[src/rtl/mcs_pkg.sv]
// Package of the material cell shader: item types, register codes and constants.
// Depends on nothing; the top level, the palette and the checker import it.
package mcs_pkg;

	localparam int PALETTE_ENTRIES = 16;
	localparam int PAL_AW = (PALETTE_ENTRIES > 1) ? $clog2(PALETTE_ENTRIES) : 1;
	localparam int WORD_W = 26;
	localparam int APB_AW = 3;

	localparam logic KIND_PIXEL = 1'b0;
	localparam logic KIND_WRITE = 1'b1;

	typedef enum logic {
		REG_HEAT_OVERLAY = 1'b0,
		REG_EMPTY_CODE   = 1'b1
	} mcs_reg_t;

	typedef struct packed {
		logic              kind;
		logic [3:0]        cell_material;
		logic [7:0]        cell_shade;
		logic signed [7:0] cell_temperature;
		logic [3:0]        above_material;
		logic              above_present;
		logic [3:0]        left_material;
		logic              left_present;
		logic [3:0]        right_material;
		logic              right_present;
		logic [25:0]       palette_word;
	} mcs_req_t;

	typedef struct packed {
		logic [7:0] red;
		logic [7:0] green;
		logic [7:0] blue;
	} mcs_rgb_t;

	typedef struct packed {
		logic              en;
		logic [PAL_AW-1:0] addr;
		logic [WORD_W-1:0] data;
	} mcs_pal_wr_t;

	// Q10 factors (1024 is unity).
	localparam logic [10:0] Q_ONE        = 11'd1024;
	localparam logic [10:0] LIQ_BASE_LOW = 11'd876;   // 0.98 less the shade offset of 128
	localparam logic [10:0] LIQ_SURFACE  = 11'd164;
	localparam logic [10:0] LIQ_EDGE     = 11'd41;
	localparam logic [10:0] STR_MIN      = 11'd205;
	localparam logic [10:0] STR_MAX      = 11'd870;

	// Reciprocals in Q16: 1024/90 and 1024/100, rounded up; exact for magnitudes to 128.
	localparam logic [19:0] STR_RECIP  = 20'd745655;
	localparam logic [19:0] RAMP_RECIP = 20'd671089;

	localparam mcs_rgb_t HOT_LO  = '{red: 8'd255, green: 8'd120, blue: 8'd20};
	localparam mcs_rgb_t HOT_HI  = '{red: 8'd255, green: 8'd245, blue: 8'd210};
	localparam mcs_rgb_t COLD_LO = '{red: 8'd40,  green: 8'd120, blue: 8'd255};
	localparam mcs_rgb_t COLD_HI = '{red: 8'd180, green: 8'd240, blue: 8'd255};

endpackage

[src/rtl/material_cell_shader_top.sv]
// Top level of the material cell shader: request and colour channels, APB registers.
// Depends on mcs_pkg and instantiates the palette memory mcs_palette.
//
// Use: each request item either writes a palette entry (kind set) or asks for the
// colour of one grid cell (kind clear). Palette writes take effect at the edge where
// the item is accepted and produce no response. Each cell item produces exactly one
// colour item on the response channel, in request order.
// Pipeline: a cell item accepted at one edge, where the palette read starts, shows its
// colour on rsp once the shading multiply, the ramp blend and the final blend have each
// been registered (stage 2, stage 3 and the output register) when nothing stalls.
// Throughput: one item per clock cycle while rsp_ready stays high, set by the single palette
// read port; each pipeline stage holds one item and passes it on every cycle the stage
// after it moves. Stalls: when rsp_ready is low the response holds, and new items are still
// taken as long as an empty stage remains in the pipeline, up to four cell items in flight.
// Reset: arst_n clears the pipeline, both registers and all palette valid marks, so every
// material reads as unknown (black) until its entry is written. Registers: heat_overlay_on
// at byte address 0, empty_code at 4; the user must write them only while the block is
// idle (not enforced by the block); pready is always high, reads return the register value.
module material_cell_shader_top (
	input  logic                       clk,
	input  logic                       arst_n,
	input  logic                       req_valid,
	output logic                       req_ready,
	input  mcs_pkg::mcs_req_t          req,
	output logic                       rsp_valid,
	input  logic                       rsp_ready,
	output mcs_pkg::mcs_rgb_t          rsp,
	input  logic                       psel,
	input  logic                       penable,
	input  logic                       pwrite,
	input  logic [mcs_pkg::APB_AW-1:0] paddr,
	input  logic [31:0]                pwdata,
	output logic [31:0]                prdata,
	output logic                       pready
);
	import mcs_pkg::*;

	// Linear blend of two channels with a Q10 weight of at most one; never leaves 0..255.
	function automatic logic [7:0] mix_chan(logic [7:0] a, logic [7:0] b, logic [10:0] t);
		logic signed [8:0]  diff;
		logic signed [20:0] prod;
		logic signed [20:0] acc;
		diff = $signed({1'b0, b}) - $signed({1'b0, a});
		prod = diff * $signed({1'b0, t});
		acc  = $signed({3'b000, a, 10'b0}) + prod;
		return acc[17:10];
	endfunction

	function automatic mcs_rgb_t mix_rgb(mcs_rgb_t a, mcs_rgb_t b, logic [10:0] t);
		mcs_rgb_t o;
		o.red   = mix_chan(a.red, b.red, t);
		o.green = mix_chan(a.green, b.green, t);
		o.blue  = mix_chan(a.blue, b.blue, t);
		return o;
	endfunction

	// Channel times Q10 factor, saturated at 255.
	function automatic logic [7:0] scale_chan(logic [7:0] c, logic [10:0] f);
		logic [18:0] p;
		p = c * f;
		return p[18] ? 8'd255 : p[17:10];
	endfunction

	// Configuration registers.
	logic       heat_on_q;
	logic [3:0] empty_code_q;
	mcs_reg_t   reg_sel;

	assign reg_sel = mcs_reg_t'(paddr[2]);
	assign pready  = 1'b1;

	always_ff @(posedge clk or negedge arst_n) begin
		if (!arst_n) begin
			heat_on_q    <= 1'b0;
			empty_code_q <= 4'd0;
		end else if (psel && penable && pwrite) begin
			case (reg_sel)
				REG_HEAT_OVERLAY: heat_on_q    <= pwdata[0];
				REG_EMPTY_CODE:   empty_code_q <= pwdata[3:0];
				default: ;
			endcase
		end
	end

	always_comb begin
		case (reg_sel)
			REG_HEAT_OVERLAY: prdata = {31'd0, heat_on_q};
			REG_EMPTY_CODE:   prdata = {28'd0, empty_code_q};
			default:          prdata = '0;
		endcase
	end

	// Pipeline occupancy and flow. A stage moves when the one after it is empty or moving.
	logic v_s1, v_s2, v_s3, rsp_valid_q;
	logic adv_s1, adv_s2, adv_s3;

	assign adv_s3    = !rsp_valid_q || rsp_ready;
	assign adv_s2    = !v_s3 || adv_s3;
	assign adv_s1    = !v_s2 || adv_s2;
	assign req_ready = !v_s1 || adv_s1;
	assign rsp_valid = rsp_valid_q;

	logic req_fire, req_pixel, req_in_range;

	assign req_fire     = req_valid && req_ready;
	assign req_pixel    = req.kind == KIND_PIXEL;
	assign req_in_range = 32'(req.cell_material) < 32'(PALETTE_ENTRIES);

	always_ff @(posedge clk or negedge arst_n) begin
		if (!arst_n) begin
			v_s1        <= 1'b0;
			v_s2        <= 1'b0;
			v_s3        <= 1'b0;
			rsp_valid_q <= 1'b0;
		end else begin
			if (req_ready) begin
				v_s1 <= req_valid && req_pixel;
			end
			if (adv_s1) begin
				v_s2 <= v_s1;
			end
			if (adv_s2) begin
				v_s3 <= v_s2;
			end
			if (adv_s3) begin
				rsp_valid_q <= v_s3;
			end
		end
	end

	// Palette memory: writes land at acceptance, cell items read it on the same edge.
	mcs_pal_wr_t       pal_wr;
	logic [WORD_W-1:0] pal_data;
	logic              pal_written;

	assign pal_wr.en   = req_fire && !req_pixel && req_in_range;
	assign pal_wr.addr = PAL_AW'(req.cell_material);
	assign pal_wr.data = req.palette_word;

	mcs_palette u_palette (
		.clk          (clk),
		.arst_n       (arst_n),
		.wr           (pal_wr),
		.rd_en        (req_fire && req_pixel),
		.rd_addr      (PAL_AW'(req.cell_material)),
		.rd_data_q    (pal_data),
		.rd_written_q (pal_written)
	);

	// Stage 1 holds the cell fields while the palette word comes out of the memory.
	mcs_req_t req_s1;
	logic     in_range_s1;

	always_ff @(posedge clk) begin
		if (req_fire) begin
			req_s1      <= req;
			in_range_s1 <= req_in_range;
		end
	end

	logic [WORD_W-1:0] entry;
	logic              black, surface, edge_empty;
	logic [10:0]       factor;
	mcs_rgb_t          base_col;
	logic [7:0]        mag;
	logic [27:0]       str_prod, ramp_prod;
	logic [11:0]       str_raw, ramp_raw;
	logic [9:0]        strength;
	logic [10:0]       ramp_t;

	always_comb begin
		entry = pal_written ? pal_data : '0;
		black = (req_s1.cell_material == empty_code_q) || !in_range_s1 || !entry[25];

		// Liquids get a calm factor, lifted at an open surface and beside an empty cell.
		surface    = !req_s1.above_present || (req_s1.above_material != req_s1.cell_material);
		edge_empty = (req_s1.left_present && (req_s1.left_material == empty_code_q)) ||
			(req_s1.right_present && (req_s1.right_material == empty_code_q));
		if (entry[24]) begin
			factor = LIQ_BASE_LOW + {3'd0, req_s1.cell_shade} +
				(surface ? LIQ_SURFACE : 11'd0) + (edge_empty ? LIQ_EDGE : 11'd0);
		end else begin
			factor = {req_s1.cell_shade, 3'b000};
		end

		if (black) begin
			base_col = '0;
		end else begin
			base_col.red   = scale_chan(entry[7:0], factor);
			base_col.green = scale_chan(entry[15:8], factor);
			base_col.blue  = scale_chan(entry[23:16], factor);
		end

		// Temperature magnitude divided by 90 and by 100 through Q16 reciprocals.
		mag       = req_s1.cell_temperature[7] ? 8'(-req_s1.cell_temperature)
			: 8'(req_s1.cell_temperature);
		str_prod  = mag * STR_RECIP;
		ramp_prod = mag * RAMP_RECIP;
		str_raw   = str_prod[27:16];
		ramp_raw  = ramp_prod[27:16];

		if (str_raw < 12'(STR_MIN)) begin
			strength = 10'(STR_MIN);
		end else if (str_raw > 12'(STR_MAX)) begin
			strength = 10'(STR_MAX);
		end else begin
			strength = str_raw[9:0];
		end
		ramp_t = (ramp_raw > 12'(Q_ONE)) ? Q_ONE : ramp_raw[10:0];
	end

	// Stage 2: shaded base colour and blend weights.
	mcs_rgb_t    base_s2;
	logic        overlay_s2, hot_s2;
	logic [9:0]  strength_s2;
	logic [10:0] ramp_t_s2;

	always_ff @(posedge clk) begin
		if (adv_s1) begin
			base_s2     <= base_col;
			overlay_s2  <= heat_on_q && (req_s1.cell_temperature != 8'sd0) && !black;
			hot_s2      <= !req_s1.cell_temperature[7];
			strength_s2 <= strength;
			ramp_t_s2   <= ramp_t;
		end
	end

	mcs_rgb_t ramp_col;

	always_comb begin
		if (hot_s2) begin
			ramp_col = mix_rgb(HOT_LO, HOT_HI, ramp_t_s2);
		end else begin
			ramp_col = mix_rgb(COLD_LO, COLD_HI, ramp_t_s2);
		end
	end

	// Stage 3: ramp colour ready, final blend toward it.
	mcs_rgb_t   base_s3, ramp_s3;
	logic       overlay_s3;
	logic [9:0] strength_s3;

	always_ff @(posedge clk) begin
		if (adv_s2) begin
			base_s3     <= base_s2;
			ramp_s3     <= ramp_col;
			overlay_s3  <= overlay_s2;
			strength_s3 <= strength_s2;
		end
	end

	mcs_rgb_t final_col;

	assign final_col = overlay_s3 ? mix_rgb(base_s3, ramp_s3, {1'b0, strength_s3}) : base_s3;

	// Output register.
	mcs_rgb_t rsp_q;

	always_ff @(posedge clk) begin
		if (adv_s3) begin
			rsp_q <= final_col;
		end
	end

	assign rsp = rsp_q;

endmodule

[src/rtl/mcs_palette.sv]
// Palette memory of the material cell shader: one write port, one registered read port.
// Depends on mcs_pkg for the depth, word width and write command type.
module mcs_palette (
	input  logic                       clk,
	input  logic                       arst_n,
	input  mcs_pkg::mcs_pal_wr_t       wr,
	input  logic                       rd_en,
	input  logic [mcs_pkg::PAL_AW-1:0] rd_addr,
	output logic [mcs_pkg::WORD_W-1:0] rd_data_q,
	output logic                       rd_written_q
);
	import mcs_pkg::*;

	logic [WORD_W-1:0]          mem [PALETTE_ENTRIES];
	logic [PALETTE_ENTRIES-1:0] written_q;

	// A read and a write never fall in the same cycle, since each comes from its own item.
	always_ff @(posedge clk) begin
		if (wr.en) begin
			mem[wr.addr] <= wr.data;
		end
		if (rd_en) begin
			rd_data_q <= mem[rd_addr];
		end
	end

	// Entries never written keep a clear written mark, so the top level reads them as zero.
	always_ff @(posedge clk or negedge arst_n) begin
		if (!arst_n) begin
			written_q    <= '0;
			rd_written_q <= 1'b0;
		end else begin
			if (wr.en) begin
				written_q[wr.addr] <= 1'b1;
			end
			if (rd_en) begin
				rd_written_q <= written_q[rd_addr];
			end
		end
	end

endmodule

[config.mk]
export PLATFORM = sky130hd
export DESIGN_NAME = material_cell_shader_top
export DESIGN_NICKNAME = d
export VERILOG_FILES = /design/src/rtl/mcs_pkg.sv /design/src/rtl/material_cell_shader_top.sv /design/src/rtl/mcs_palette.sv
export SDC_FILE = /design/constraint.sdc
export NUM_CORES = 2
export LEC_CHECK = 0
export ABC_AREA = 1
export BUFFER_PORTS_ARGS = -buffer_cell sky130_fd_sc_hd__buf_4
export CAP_MARGIN = 0
export CORE_ASPECT_RATIO = 0.7
export CORE_UTILIZATION = 41
export CTS_BUF_LIST = sky130_fd_sc_hd__clkbuf_16
export DETAILED_ROUTE_END_ITERATION = 6
export GPL_ROUTABILITY_DRIVEN = 0
export PLACE_DENSITY = 0.56
export SLEW_MARGIN = 20
export SYNTH_ARGS = -nofsm -noshare
export SYNTH_HDL_FRONTEND = slang
export SYNTH_SLANG_ARGS = --single-unit
[constraint.sdc]
create_clock -name clk -period 6.7 [get_ports clk]
set_input_delay 0.335 -clock clk [delete_from_list [all_inputs] [get_ports clk]]
set_output_delay 0.335 -clock clk [all_outputs]
set_load 0.01 [all_outputs]
Yosys cells after proc, flatten, opt, wreduce, memory -nomap -nowiden
Memories as Yosys holds them, arrays and structs flattened. A register that Yosys moved wholly into a read port is not among the register bits. Cells that the tools add are included.

Register bits: 191. Bits in latches: 0. Bits in writable memories: 416. ROM bits: 0. Bits of input ports: 104. Output and inout bits: 59. Word-level logic and storage cells: 123. Memories kept: 1.

Add/sub/neg operators: 14. Multipliers: 12. Div/mod/pow operators: 0. $lt $le $gt $ge: 5. Eq/ne operators: 4. Shift-type cells: 0. Multiplexer cells: 18. Bitwise logic cells: 3. Reductions and logical operators: 30.

Memories: u_palette.mem (words 16, bits a word 26, read ports 1, clocked after memory_dff 1, wr ports 1, RTL line mcs_palette.sv:14) `logic [WORD_W-1:0] mem [PALETTE_ENTRIES];`.

Operator list (count): 32-bit case mux with 2 select lines (1); 8-bit by 11-bit multiplier with 19-bit output (3); 8-bit by 20-bit multiplier with 28-bit output (second input constant) (2); 18-bit adder (3); 9-bit by 11-bit multiplier with 18-bit output (3); 8-bit two-way mux (5); 17-bit by 18-bit adder with 18-bit output (first input constant) (2); 8-bit by 8-bit subtractor with 9-bit output (3); 26-bit two-way mux (1); 24-bit two-way mux (1); 15-bit by 18-bit adder with 18-bit output (first input constant) (1); 16-bit by 18-bit adder with 18-bit output (first input constant) (1); 7-bit by 11-bit multiplier with 18-bit output (first input constant) (1); 7-bit by 11-bit multiplier with 17-bit output (first input constant) (1); 6-bit by 11-bit multiplier with 16-bit output (first input constant) (1); 16-bit two-way mux (1); 16-bit OR (1); 4-bit by 11-bit multiplier with 15-bit output (first input constant) (1); 4-bit equality test (3); 12-bit by 10-bit greater-than comparator with 1-bit output (second input constant) (1); 12-bit by 11-bit greater-than comparator with 1-bit output (second input constant) (1); 12-bit by 8-bit < comparator with 1-bit output (second input constant) (1); 10-bit by 8-bit adder with 11-bit output (first input constant) (1); 11-bit by 6-bit adder with 11-bit output (1); 18 further kinds (46).

Longest topological paths before layout
Depth in word-level cells: 9. Gate-level depth with buffers: 41.

By module
Synthesis repeated with hierarchy kept, for this count alone.

Cell total of the unflattened synthesis: 5513. Area total of the unflattened synthesis: 52198.8 µm².

Modules (own cells, without submodules): material_cell_shader_top (times used 1, cells an instance 4180, area each 34324.2 µm², seq. area each 5180.0 µm²); mcs_palette (times used 1, cells an instance 1333, area each 17874.6 µm², seq. area each 13698.1 µm²).

Worst setup path before layout
No wires, ideal clock.

Path kind: register -> register. Start: register rsp_valid_q (netlist: rsp_valid). End: memory u_palette.mem[10][0], enable pin. Data arrival time: 6773 ps. Data required time: 6291 ps. Setup slack: -482 ps. Cell stages (with the launch flop): 14. Path buffers: 0. Period minus slack after synthesis: 7182 ps. Path through: dfrtp_1 inv_1 nor2_1 inv_1 nor2_1 inv_1 nor2_1 inv_1 nor2_1 nor2_1 inv_1 nor2_1 nand2_1 nor2_1.

Longest elaborated chain between the ends: 9.

RTL lines: start: declaration (RTL line material_cell_shader_top.sv:94) `logic v_s1, v_s2, v_s3, rsp_valid_q;`; start signal: assignment (RTL line material_cell_shader_top.sv:126) `rsp_valid_q <= v_s3;`; 1-bit logical NOT (RTL line material_cell_shader_top.sv:97) `assign adv_s3 = !rsp_valid_q || rsp_ready;`; 1-bit logical OR (RTL line material_cell_shader_top.sv:97); named net adv_s3 (RTL line material_cell_shader_top.sv:95) `logic adv_s1, adv_s2, adv_s3;`; 1-bit logical OR (RTL line material_cell_shader_top.sv:98) `assign adv_s2 = !v_s3 || adv_s3;`; named net adv_s2 (RTL line material_cell_shader_top.sv:95); 1-bit logical OR (RTL line material_cell_shader_top.sv:99) `assign adv_s1 = !v_s2 || adv_s2;`; named net adv_s1 (RTL line material_cell_shader_top.sv:95); 1-bit logical OR (RTL line material_cell_shader_top.sv:100) `assign req_ready = !v_s1 || adv_s1;`; 1-bit logical AND (RTL line material_cell_shader_top.sv:105) `assign req_fire = req_valid && req_ready;`; named net req_fire (RTL line material_cell_shader_top.sv:103) `logic req_fire, req_pixel, req_in_range;`; 1-bit logical AND (RTL line material_cell_shader_top.sv:136) `assign pal_wr.en = req_fire && !req_pixel && req_in_range;`; 1-bit two-way mux (RTL line mcs_palette.sv:19) `if (wr.en) begin`; 1-bit two-way mux (not written as such) (RTL line mcs_palette.sv:20) `mem[wr.addr] <= wr.data;`; end: declaration (RTL line mcs_palette.sv:14).

The timed path passes the listed nets, and every way through them passes these cells.

Worst setup path in the final report
Start: register req_s1[37] (netlist bit). End: register base_s2[15] (netlist bit), data pin.

Longest elaborated chain between the ends: 8.

RTL lines: start: declaration (RTL line material_cell_shader_top.sv:151) `mcs_req_t req_s1;`; start signal: assignment (RTL line material_cell_shader_top.sv:156) `req_s1 <= req;`; 4-bit != test (RTL line material_cell_shader_top.sv:176) `surface = !req_s1.above_present || (req_s1.above_material != req_s1.cell_material);`; 1-bit logical OR (RTL line material_cell_shader_top.sv:176); 8-bit two-way mux (RTL line material_cell_shader_top.sv:181) `(surface ? LIQ_SURFACE : 11'd0) + (edge_empty ? LIQ_EDGE : 11'd0);`; 11-bit by 8-bit adder with 11-bit output (RTL line material_cell_shader_top.sv:180) `factor = LIQ_BASE_LOW + {3'd0, req_s1.cell_shade} +`; 11-bit by 6-bit adder with 11-bit output (RTL line material_cell_shader_top.sv:181); 11-bit two-way mux (RTL line material_cell_shader_top.sv:179) `if (entry[24]) begin`; 8-bit by 11-bit multiplier with 19-bit output (RTL line material_cell_shader_top.sv:60) `p = c * f;`; 8-bit two-way mux (RTL line material_cell_shader_top.sv:61) `return p[18] ? 8'd255 : p[17:10];`; end signal: assignment (RTL line material_cell_shader_top.sv:220) `base_s2 <= base_col;`; end: declaration (RTL line material_cell_shader_top.sv:213) `mcs_rgb_t base_s2;`.

No other way between the ends. A chain may end at the register's enable or synchronous reset.

==> summary.txt <==
Run status
  – Status: complete, no violations

Global route
  – Largest net degree at the start of global routing: 74
  – Antenna violations before repair: 5
  – First-pass GRT wire length: 208000 um
  – Overflow after GRT: 0
  – GRT Util Overall: 0.215
  – Number of global-route vias before repair: 35786

Synth
  – Post-synth top cells: inv_1 (1019), nand2_1 (695), edfxtp_1 (607), ha_1 (490), fa_1 (489)
  – Number of synthesized register bits: 633
  – Synth Area in XOR/XNOR: 0.0186
  – Async SR Flop Fraction: 0.0411
  – Seq/Total Area, Yosys: 0.371
  – Area share of the largest cell type after synthesis: 0.358
  – Main combinational cell family by area after synthesis: adder cells
  – Synth top area cells: edfxtp_1 (36%), fa_1 (19%), ha_1 (12%)
  – Mux cell area share after synthesis: 0.000861
  – Synth Flop Type: edfxtp_1
  – Netlist Area Pre-Place: a little over 50000 um2
  – Synth Area in Adders: 0.313
  – Synth Area in Simple Gates: 0.123
  – Avg Inst Size Synth: 10.0 um2
  – Post-synth EDFFs: 607
  – Yosys cell types: 67
  – Top-count cell post-synth: inv_1
  – Yosys warning count: 0
  – Gate Count Post-Synth: between 5000 and 6000
  – Synth Area in Compound Gates: 0.0845
  – Area leader, netlist: edfxtp_1

Min path
  – WHS Path Cells: 2
  – Hold WC Path Type: in -> reg
  – Hold Path Origin: req[61]
  – Hold Path End: u_palette.rd_data_q[25]

STA
  – Fin crit share: 0.996
  – Final setup violation count: 0
  – Achievable frequency: 150 MHz
  – Fin. Hold Viols: 0
  – Min Tclk post-route: 6.67 ns
  – TNS Setup: 0 ns
  – Clock Skew: 0.0386 ns
  – Slew Viols, Final: 0
  – Slew HR: 0.256
  – RSZ-0062 raised after global routing: yes
  – Worst Tran Pin Value: 1.11 ns

Cells and area
  – Register area: 18900 um2
  – Area of the multi-input gates: 28700 um2
  – Proportion of layout cells with a drive suffix above 1: 0.130
  – Fillcell total: 11345
  – Nets: 6509
  – Area Growth Syn to Fin: 16.0%

Clock network
  – Sink Count: 633
  – CTS root buf: clkbuf_16
  – CTS tree: built
  – Worst-Skew Late Latency: 0.68 ns
  – H-tree depth: 3
  – Maximum buffer depth of the clock tree: 3
  – Number of buffers created by CTS: 66
  – Clock slew at reported path FFs: 0.06 ns

Drt
  – Drt total wl: 133000 um
  – WL/cell: ~19 um
  – TritonRoute pass-1 iters: 5
  – Routed vias: 36015
  – Drt via density: 5.06
  – Post-DRT Antenna Nets: 0
  – DRC Markers: 0
  – Initial DRC count: 2743

Die
  – IO Pins: about 160
  – Die height: 297 um
  – Row Count: ~110
  – Die ar.: 125000 um2
  – CORE AREA: 122000 um2
  – Initial core utilization: 0.416
  – Die width: 423 um

Critical path
  – WP data arrival: between 7 and 8 ns
  – Worst Setup Start Kind: flip-flop
  – Worst reg2reg setup slack: 0.03 ns
  – Critical path peak fanout: 4
  – Worst setup EP type: flip-flop
  – Worst Reg-to-Reg Cells: 41
  – CP max-delay cell: fa_1
  – CP peak stage delay: 0.50 ns
  – R2R Path Start: req_s1[37]
  – WS Path Type: reg -> reg
  – Critical R2R Capture: base_s2[15]
  – CP required: 7.12 ns

Placed design
  – Hpwl dp: 96600 um
  – Number of I/O port buffers: around 100

Run
  – Max-Cap Viols: 0
-- through the flow --
stage	hold WS [ns]	area, um2	utilization	setup slack (ns)	cells
finish	0.0940	59000	0.482	0.0278	7115
global route	0.0715	59000	0.482	-0.428	7113
CTS	0.0490	58000	0.474	-0.0369	7077
detailed placement	0.276	54800	0.448	-0.305	6887
global placement	0.271	54800	0.448	-0.278	6887
floorplan	0.0394	51000	-	0.0656	5095
-- worst max path at each step --
| stage | slack (ns) | startpoint | end |
|---|---|---|---|
| after floorplan | 0.07 | req_s1[57] | base_s2[3] |
| after global placement | -0.28 | req_s1[57] | base_s2[4] |
| after detailed placement | -0.31 | req_s1[57] | base_s2[2] |
| after CTS | -0.04 | req_s1[57] | base_s2[2] |
| after global routing | -0.43 | req_s1[57] | base_s2[15] |
| final | 0.03 | req_s1[37] | base_s2[15] |
-- cells in the final DEF (no fill, tap or decap), types with 14 or more instances in the layout --
| cell | netlist | layout |
|---|---|---|
| o21ai_2 | 1 | 19 |
| ha_4 | 0 | 26 |
| nand2_4 | 4 | 15 |
| o21bai_1 | 18 | 18 |
| or4_1 | 26 | 26 |
| nor2_4 | 4 | 34 |
| clkbuf_16 | 0 | 66 |
| nand2_2 | 12 | 30 |
| ha_1 | 490 | 463 |
| fa_1 | 489 | 488 |
| a21oi_2 | 1 | 23 |
| clkinv_1 | 8 | 17 |
| dlygate4sd3_1 | 0 | 67 |
| nand3b_1 | 22 | 22 |
| or2_2 | 35 | 33 |
| edfxtp_1 | 607 | 607 |
| nand4_1 | 24 | 24 |
| nand3_1 | 131 | 113 |
| inv_1 | 1019 | 1013 |
| xor2_1 | 53 | 53 |
| a21o_1 | 14 | 14 |
| o21ai_0 | 122 | 93 |
| conb_1 | 2 | 29 |
| a21oi_1 | 289 | 260 |
| nor3_1 | 23 | 23 |
| nor2_2 | 2 | 15 |
| nor2_1 | 455 | 412 |
| buf_4 | 30 | 318 |
| a22oi_1 | 212 | 212 |
| xnor2_1 | 55 | 50 |
| dfrtp_1 | 26 | 26 |
| nand2_1 | 695 | 665 |
| inv_2 | 4 | 23 |
| o21ai_1 | 9 | 18 |
| nand3_2 | 5 | 23 |
-- logic make-up after synthesis --
| family | Yosys count |
|---|---|
| other cells | 2 |
| compound gates | 709 |
| simple gates | 1461 |
| fa+ha+maj | 979 |
| xor+xnor | 108 |
| flops | 633 |
| mux | 4 |
| buf+inv | 1172 |
-- repair_timing --
item	in CTS	in global routing
setup endpoints to repair	27	45
setup buffers	4	33
gates cloned	0	0
hold endpoints to repair	482	0
gates resized for setup	84	174
hold buffers	67	0
pin swaps	32	110
-- sequential cells by signal (all words and copies together) (netlist names), 11 cells and up --
register,cells
u_palette.mem,416
req_s1,35
base_s2,24
ramp_t_s2,11
base_s3,24
ramp_s3,24
u_palette.written_q,16
u_palette.rd_data_q,26
rsp,24
-- routing by layer --
metal	share of wire	global-route usage	wire, um
met3	0.079	0.0480	10500
met4	0.018	0.0449	2350
met1	0.49	0.327	65000
met2	0.42	0.311	55300
met5	0.000098	0	13
-- critical path: cells and delay by family (launching register included) --
family                   cells  cell delay (ns)
flip-flops                   1             0.43
AO/OA/AOI/OAI                6             0.84
AND/OR/NAND/NOR             16             1.36
adder cells (fa/ha/maj)      8             2.71
buffers and inverters        9             0.81
XOR/XNOR                     2             0.28
-- area by class of cell --
type                       instances  share of cell area
sequential                       633               0.320
clock inverter                    53             0.00772
clock buffer                      66              0.0280
inverter                        1033              0.0663
tap                             1635              0.0347
multi-input combinational       3290               0.487
timing repair buffer             402              0.0562
antenna                            3            0.000127
Power is left out: the tool's default activity adds up to more than one toggle a clock period on the data nets, which glitch-free logic cannot reach.
